==> config.mk <==
export PLATFORM = sky130hd
export DESIGN_NAME = rccb_ctrl
export DESIGN_NICKNAME = d
export VERILOG_FILES = /design/src/rccb_pkg.sv /design/src/rccb_ctrl.sv
export SDC_FILE = /design/constraint.sdc
export NUM_CORES = 1
export LEC_CHECK = 0
export BUFFER_PORTS_ARGS = -buffer_cell sky130_fd_sc_hd__buf_2
export CORE_AREA = 5 5 51 53
export DETAILED_ROUTE_END_ITERATION = 10
export DIE_AREA = 0 0 56 58
export PLACE_DENSITY = 0.74
export SETUP_SLACK_MARGIN = 0.2
export SYNTH_ARGS = -nofsm -noshare
export SYNTH_HDL_FRONTEND = slang
export SYNTH_SLANG_ARGS = --single-unit
==> constraint.sdc <==
create_clock -name clk -period 1.95 [get_ports clk]
set_clock_uncertainty 0.15 [all_clocks]
set_input_delay 0 -clock clk [delete_from_list [all_inputs] [get_ports clk]]
set_output_delay 0 -clock clk [all_outputs]
set_load 0.02 [all_outputs]
==> src/rccb_pkg.sv <==
// Package for the random cyclic chain builder: constants, types, helper functions
package rccb_pkg;

	localparam int LINES      = 8192;
	localparam int LINE_BYTES = 64;
	localparam int IW         = $clog2(LINES);
	localparam int DW         = $clog2(LINES + 1);
	localparam int LINE_SHIFT   = $clog2(LINE_BYTES);
	localparam int STREAM_SHIFT = $clog2(LINES * LINE_BYTES);

	localparam int OP_W     = 1;
	localparam int STREAM_W = 3;
	localparam int LINE_W   = 13;
	localparam int ADDR_W   = 64;
	localparam int STATUS_W = 1;

	localparam int S_TDATA_W = ((STREAM_W + LINE_W + 7) / 8) * 8;
	localparam int M_RAW_W   = LINE_W + ADDR_W;
	localparam int M_TDATA_W = ((M_RAW_W + 7) / 8) * 8;

	localparam int PADDR_W = 4;
	localparam int PDATA_W = 64;
	localparam logic REG_REGION_BASE = 1'b0;

	localparam int GEN_W = 64;
	localparam logic [GEN_W-1:0] SEED_CONST = 64'h9e3779b97f4a7c15;
	localparam int SH_A = 13;
	localparam int SH_B = 7;
	localparam int SH_C = 17;
	localparam int STREAM_POS = 32;

	localparam int RADIX_BITS = 4;
	localparam int DIV_CYCLES = GEN_W / RADIX_BITS;
	localparam int DIV_CNT_W  = $clog2(DIV_CYCLES);

	localparam logic [OP_W-1:0] OP_BUILD  = 1'b0;
	localparam logic [OP_W-1:0] OP_FOLLOW = 1'b1;

	localparam logic [STATUS_W-1:0] ST_OK        = 1'b0;
	localparam logic [STATUS_W-1:0] ST_NOT_BUILT = 1'b1;

	typedef enum logic [2:0] {
		IDX_HOLD,
		IDX_ZERO,
		IDX_TOP,
		IDX_INC,
		IDX_DEC
	} idx_op_t;

	typedef enum logic [1:0] {
		RES_BUILD,
		RES_FOLLOW,
		RES_NOTBUILT
	} res_sel_t;

	typedef struct packed {
		logic     accept_build;
		logic     accept_follow;
		logic     init_wr;
		logic     gen;
		logic     rd_j;
		logic     wr_j;
		logic     wr_i;
		logic     link_rd;
		logic     link_wr;
		logic     link_last;
		logic     load_out;
		res_sel_t res_sel;
		idx_op_t  idx_op;
	} rccb_cmd_t;

	typedef struct packed {
		logic idx_one;
		logic idx_last;
		logic div_done;
		logic built;
		logic out_free;
	} rccb_sts_t;

	function automatic logic [GEN_W-1:0] seed_of(input logic [STREAM_W-1:0] stream);
		logic [GEN_W-1:0] s;
		s = SEED_CONST ^ (GEN_W'(stream) << STREAM_POS) ^ GEN_W'(LINES * LINE_BYTES);
		return s;
	endfunction

	function automatic logic [GEN_W-1:0] xorshift(input logic [GEN_W-1:0] x_in);
		logic [GEN_W-1:0] x;
		x = x_in;
		x = x ^ (x << SH_A);
		x = x ^ (x >> SH_B);
		x = x ^ (x << SH_C);
		return x;
	endfunction

endpackage

==> src/rccb_ctrl.sv <==
// Controller: sequences build (init, shuffle, link) and follow lookups
module rccb_ctrl import rccb_pkg::*; (
	input  logic            clk,
	input  logic            arst_n,
	input  logic            in_valid,
	input  logic [OP_W-1:0] in_op,
	output logic            in_ready,
	input  rccb_sts_t       sts,
	output rccb_cmd_t       cmd
);

	typedef enum logic [10:0] {
		S_IDLE  = 11'b000_0000_0001,
		S_INIT  = 11'b000_0000_0010,
		S_GEN   = 11'b000_0000_0100,
		S_DIV   = 11'b000_0000_1000,
		S_RDJ   = 11'b000_0001_0000,
		S_SWJ   = 11'b000_0010_0000,
		S_SWI   = 11'b000_0100_0000,
		S_LRD   = 11'b000_1000_0000,
		S_LWR   = 11'b001_0000_0000,
		S_LLAST = 11'b010_0000_0000,
		S_RESP  = 11'b100_0000_0000
	} state_t;

	state_t   state_q, state_nx;
	res_sel_t kind_q, kind_nx;

	assign in_ready = (state_q == S_IDLE);

	always_comb begin
		state_nx = state_q;
		kind_nx  = kind_q;
		cmd      = '0;
		cmd.res_sel = kind_q;
		cmd.idx_op  = IDX_HOLD;
		unique case (state_q)
			S_IDLE: begin
				if (in_valid) begin
					if (in_op == OP_BUILD) begin
						cmd.accept_build = 1'b1;
						cmd.idx_op       = IDX_ZERO;
						state_nx         = S_INIT;
					end else begin
						cmd.accept_follow = 1'b1;
						kind_nx  = sts.built ? RES_FOLLOW : RES_NOTBUILT;
						state_nx = S_RESP;
					end
				end
			end
			S_INIT: begin
				cmd.init_wr = 1'b1;
				if (sts.idx_last) begin
					cmd.idx_op = IDX_TOP;
					state_nx   = S_GEN;
				end else begin
					cmd.idx_op = IDX_INC;
				end
			end
			S_GEN: begin
				cmd.gen  = 1'b1;
				state_nx = S_DIV;
			end
			S_DIV: begin
				if (sts.div_done) begin
					state_nx = S_RDJ;
				end
			end
			S_RDJ: begin
				cmd.rd_j = 1'b1;
				state_nx = S_SWJ;
			end
			S_SWJ: begin
				cmd.wr_j = 1'b1;
				state_nx = S_SWI;
			end
			S_SWI: begin
				cmd.wr_i = 1'b1;
				if (sts.idx_one) begin
					cmd.idx_op = IDX_ZERO;
					state_nx   = S_LRD;
				end else begin
					cmd.idx_op = IDX_DEC;
					state_nx   = S_GEN;
				end
			end
			S_LRD: begin
				cmd.link_rd = 1'b1;
				state_nx    = S_LWR;
			end
			S_LWR: begin
				cmd.link_wr = 1'b1;
				if (sts.idx_last) begin
					state_nx = S_LLAST;
				end else begin
					cmd.idx_op = IDX_INC;
					state_nx   = S_LRD;
				end
			end
			S_LLAST: begin
				cmd.link_last = 1'b1;
				kind_nx       = RES_BUILD;
				state_nx      = S_RESP;
			end
			S_RESP: begin
				if (sts.out_free) begin
					cmd.load_out = 1'b1;
					state_nx     = S_IDLE;
				end
			end
			default: begin
				state_nx = S_IDLE;
			end
		endcase
	end

	always_ff @(posedge clk or negedge arst_n) begin
		if (!arst_n) begin
			state_q <= S_IDLE;
			kind_q  <= RES_BUILD;
		end else begin
			state_q <= state_nx;
			kind_q  <= kind_nx;
		end
	end

endmodule

Word level (Yosys, flattened, before mapping):

Index checks and enable logic that the tools add are counted.

* eq/ne operators: 16
* mux-type cells: 32
* reduce and logical (&&, ||, !) cells: 3

Operator list (count)
* 11-bit case mux with 11 select lines: 1
* 11-bit 2-to-1 mux: 5
* 1-bit 2-to-1 mux: 15
* 2-bit 2-to-1 mux: 6
* 3-bit case mux with 4 select lines: 1
* 11-bit by 1-bit == test with 1-bit output, second input constant: 1
* 11-bit by 10-bit == test with 1-bit output, second input constant: 1
* 11-bit == test, second input constant: 1
* 11-bit by 2-bit == test with 1-bit output, second input constant: 1
* 11-bit by 3-bit == test with 1-bit output, second input constant: 1
* 11-bit by 4-bit == test with 1-bit output, second input constant: 1
* 11-bit by 5-bit == test with 1-bit output, second input constant: 1
* 11-bit by 6-bit == test with 1-bit output, second input constant: 1
* 11-bit by 7-bit == test with 1-bit output, second input constant: 1
* 11-bit by 8-bit == test with 1-bit output, second input constant: 1
* 11-bit by 9-bit == test with 1-bit output, second input constant: 1
* 10-bit 2-to-1 mux: 1
* 2-bit != test, second input constant: 5
* 8-bit 2-to-1 mux: 1
* 2-bit case mux with 2 select lines: 1
* 4-bit AND reduction: 1
* 3-bit 2-to-1 mux: 1
* 3-bit AND reduction: 1
* 2-bit nonzero test: 1

* flip-flop bits (word level): 13
* input bits: 9
* output and inout port bits: 17
* word-level logic and storage cells: 53

Logic depth before layout (Yosys ltp):

* depth after elaboration: 4
* depth in mapped cells: 5
* gate-level depth less buffers: 4

Least setup slack after synthesis:

No wires, ideal clock.

* path kind: register to register
* start point: register state_q[0]
* end point: register kind_q[0]
* setup time: 125 ps
* data arrival time: 1943 ps
* required time: 1675 ps
* setup slack: -268 ps
* cell stages (with the launch flop): 6
* path buffers: 1
* cells stage by stage: dfstp_2 -> clkbuf_8 -> or3b_2 -> nor4_4 -> nand3_2 -> mux2_4

* cells in the longest elaborated chain, start to end: 3
* elaborated cells between the ends (all ways): 7

RTL lines
* start, declared: line rccb_ctrl.sv:26 `state_t state_q, state_nx;`
* start signal, assigned: line rccb_ctrl.sv:122 `state_q <= state_nx;`
* 11-bit by 1-bit == test with 1-bit output *
* named net in_ready: line rccb_ctrl.sv:7 `output logic in_ready,`
* 2-bit != test (no source line) / 2-bit nonzero test (equally long branches)
* 3-bit AND reduction (no source line)
* end signal, assigned: line rccb_ctrl.sv:123 `kind_q <= kind_nx;`
* end, declared: line rccb_ctrl.sv:27 `res_sel_t kind_q, kind_nx;`

Mark *: on every way through the listed nets, which the timed path passes. The rest lies on a longest branch.
A chain may end at the register's enable or synchronous reset.

==> impl_metrics.py <==
metrics = {
    "status": {
        "outcome": "finished, violations left",
        "violations": "negative setup slack",
    },
    "clock_network": {
        "cts_buffer_depth": 2,
        "h-tree-depth": 1,
        "clock-sinks": 13,
        "cts_root_buffer": "clkbuf_4",
        "cts_buffers": 3,
        "cts_tree": "built",
        "clkTransAtPathRegs_ps": 100,
        "clkLatencyLatePin_ps": 300,
    },
    "sta": {
        "fmax_ghz": 0.462,
        "min_period_ps": 2170,
        "hold_violations": 0,
        "slew_viol_final": 0,
        "setup_ws_ps": -215,
        "timing.slew.headroom_pct": 59.9,
        "period_share_pct": 111,
        "fin_tns_setup_ps": -1380,
        "tightest_slew_ps": 599,
        "worst_hold_slack_ps": 35.2,
        "setup_violations": 14,
        "rsz0062_at_grt": "yes",
    },
    "yosys": {
        "synth.distinct_cells": 44,
        "syn_area_per_cell_um2": 9.70,
        "ys_ff_latch": 13,
        "synth_largest_area_cell": "dfrtp_1",
        "synth_seq_area_share_pct": 35.1,
        "synth_edf_count": 0,
        "ys.flop_type": "dfrtp_1",
        "yosys-top-cells-area": "dfrtp_1 (32%), nor4b_1 (4.7%), nor3b_1 (4.0%), nor3_1 (3.8%), clkbuf_8 (3.0%)",
        "synthTopCellsByCount": "dfrtp_1 (12), nor3_1 (7), nor3b_1 (5), nor4b_1 (5), o21ai_0 (5)",
        "synth_warnings": 0,
        "synthCells": 96,
        "async_flop_share_pct": 100,
        "netlist_area_um2": 931,
        "synth_nets": 105,
        "synth.most_common_cell": "dfrtp_1",
        "synth_top_area_share_pct": 32.3,
    },
    "worst_setup_path": {
        "cp_top_family": "simple AND/OR/NAND/NOR gates",
        "cp.arrival_ps": 2020,
        "crit_fanout": 3,
        "cp.buffers_inverters": 1,
        "end_kind": "primary output",
        "path_cells": "or3_4 > nor4_4 > and3b_2 > or3b_2 > buf_6",
        "slowest_delay_ps": 430,
        "cp.required_ps": 1800,
        "cp-start-kind": "register",
        "critPathKind": "reg2out",
        "slowest_stage": "or3_4",
    },
    "global_route": {
        "grt_pass1_wl_um": 5980,
        "gr-total-overflow": 0,
        "track_usage_pct": 23.8,
        "antenna_found_initial": 0,
        "grt_pass1_vias": 1173,
        "grt_max_degree": 13,
    },
    "placed_design": {
        "gpl.final_weighted_congestion": 1.06,
        "io_buffers": 25,
        "hpwl_um": 2100,
    },
    "final_layout": {
        "layout-drive-gt1-share_pct": 66.7,
        "diodes": 0,
        "syn_to_final_growth_pct": 94.5,
        "finish.net_count": 178,
        "utilization_pct": 86.0,
        "fill_cells": 95,
    },
    "floorplan": {
        "rows": 17,
        "core_area_um2": 2110,
        "die_area_um2": 3250,
        "die_w_um": 56,
        "ios": 26,
        "start_util_pct": 44.2,
        "die_h_um": 58,
    },
    "hold_path": {
        "hp-class": "in2async",
    },
    "detailed_routing": {
        "drtIter0Drc": 35,
        "wl_um": 4050,
        "num_vias": 1157,
        "first_pass_iters": 4,
        "remaining_drc_errors": 0,
        "ant_nets": 0,
        "avgRoutedWirePerCell_um": 20.6,
        "viasPerCell": 5.90,
    },
    "power_and_ir_drop": {
        "power_mw": 1.61,
        "p_leak_nw": 0.855,
        "ir_worst_vdd_v": 0.000840,
        "p_per_area_nw_per_um2": 891,
    },
    "run": {
        "maxCapViolations": 0,
    },
}
-- placed cells by master, fill, tap and decap left out, types with 4 or more instances in the layout --
master and instances:
dfrtp_1 10, buf_6 24, buf_2 11, nor3_4 4, dlygate4sd3_1 9, buf_4 31
o21ai_0 4, nor3b_1 4
-- worst register-to-register path: stages, from the launching register on --
cell	delay, ps
dfrtp_1	410
or3_4	430
nor4_4	350
nand3_2	140
buf_4	160
mux2_4	280
-- registers in the layout, summed over array words and instances (netlist names) --
signal and flops:
kind_q 2, state_q 11
-- through the flow --
| step | instance area (µm²) | worst slack, ps | std cells |
|---|---|---|---|
| 2_1_floorplan | 1010 | -264 | 96 |
| 3_3_place_gp | 1230 | 74.2 | 159 |
| 3_5_place_dp | 1230 | 47.1 | 159 |
| 4_1_cts | 1640 | -142 | 186 |
| 5_1_grt | 1810 | -294 | 196 |
| 6_report | 1810 | -215 | 196 |
-- metal layers --
layer  global-route usage, %  part of all wire, %  vias up
met3                    7.35                  8.2       15
met1                    28.4                   40      559
met5                       0                    0        -
met2                    41.6                   48       71
li1                        -                    -      512
met4                    6.44                  3.9        0
-- final cells by class --
| type | count | area (µm²) | area share, % |
|---|---|---|---|
| clock buffers | 3 | 22.5 | 1.24 |
| clock inverters | 1 | 5.00 | 0.276 |
| inverters | 4 | 20.0 | 1.11 |
| multi-input cells | 72 | 751 | 41.5 |
| flip-flops and latches | 13 | 329 | 18.2 |
| well taps | 28 | 35.0 | 1.94 |
| repair buffers | 75 | 648 | 35.8 |
-- cells by family (layout without fill, tap and decap cells) --
kind of cell	after synthesis	after routing	share of synthesized area (%)
buffers and inverters	11	83	8.74
xor gates and xnor gates	3	3	2.82
AOI/OAI and AO/OA	18	18	13.2
muxes	2	2	2.69
DFF	13	13	35.1
and+or+nand+nor	49	49	37.5
-- what timing repair did --
item                                    in CTS  in global routing
pin swaps                                   14                  7
gates cloned                                 0                  0
hold endpoints to repair                    22                  0
resized for setup                           50                 24
endpoints found under the setup margin      22                 24
hold buffers                                 9                  0
buffers inserted                            14                 10
-- path summary, 6_finish.rpt --
check / depth (start not counted) / slack (ps) / to / start
worst max-delay path: 5 / -220 / cmd[0] / state_q[4]
worst min-delay path: 2 / 40 / state_q[0] / arst_n
worst max register to register: 5 / -80 / kind_q[0] / state_q[4]
worst min register to register: 1 / 400 / kind_q[1] / kind_q[1]
max in group asynchronous: 3 / 570 / state_q[1] / arst_n
min in group clk: 3 / 290 / kind_q[1] / sts[1]
-- power breakdown --
part	internal, mW	switching, mW
combinational	0.516	0.535
clock	0.0766	0.115
sequential	0.324	0.0466
total	0.916	0.696
Power figures use the tool's default switching activity.
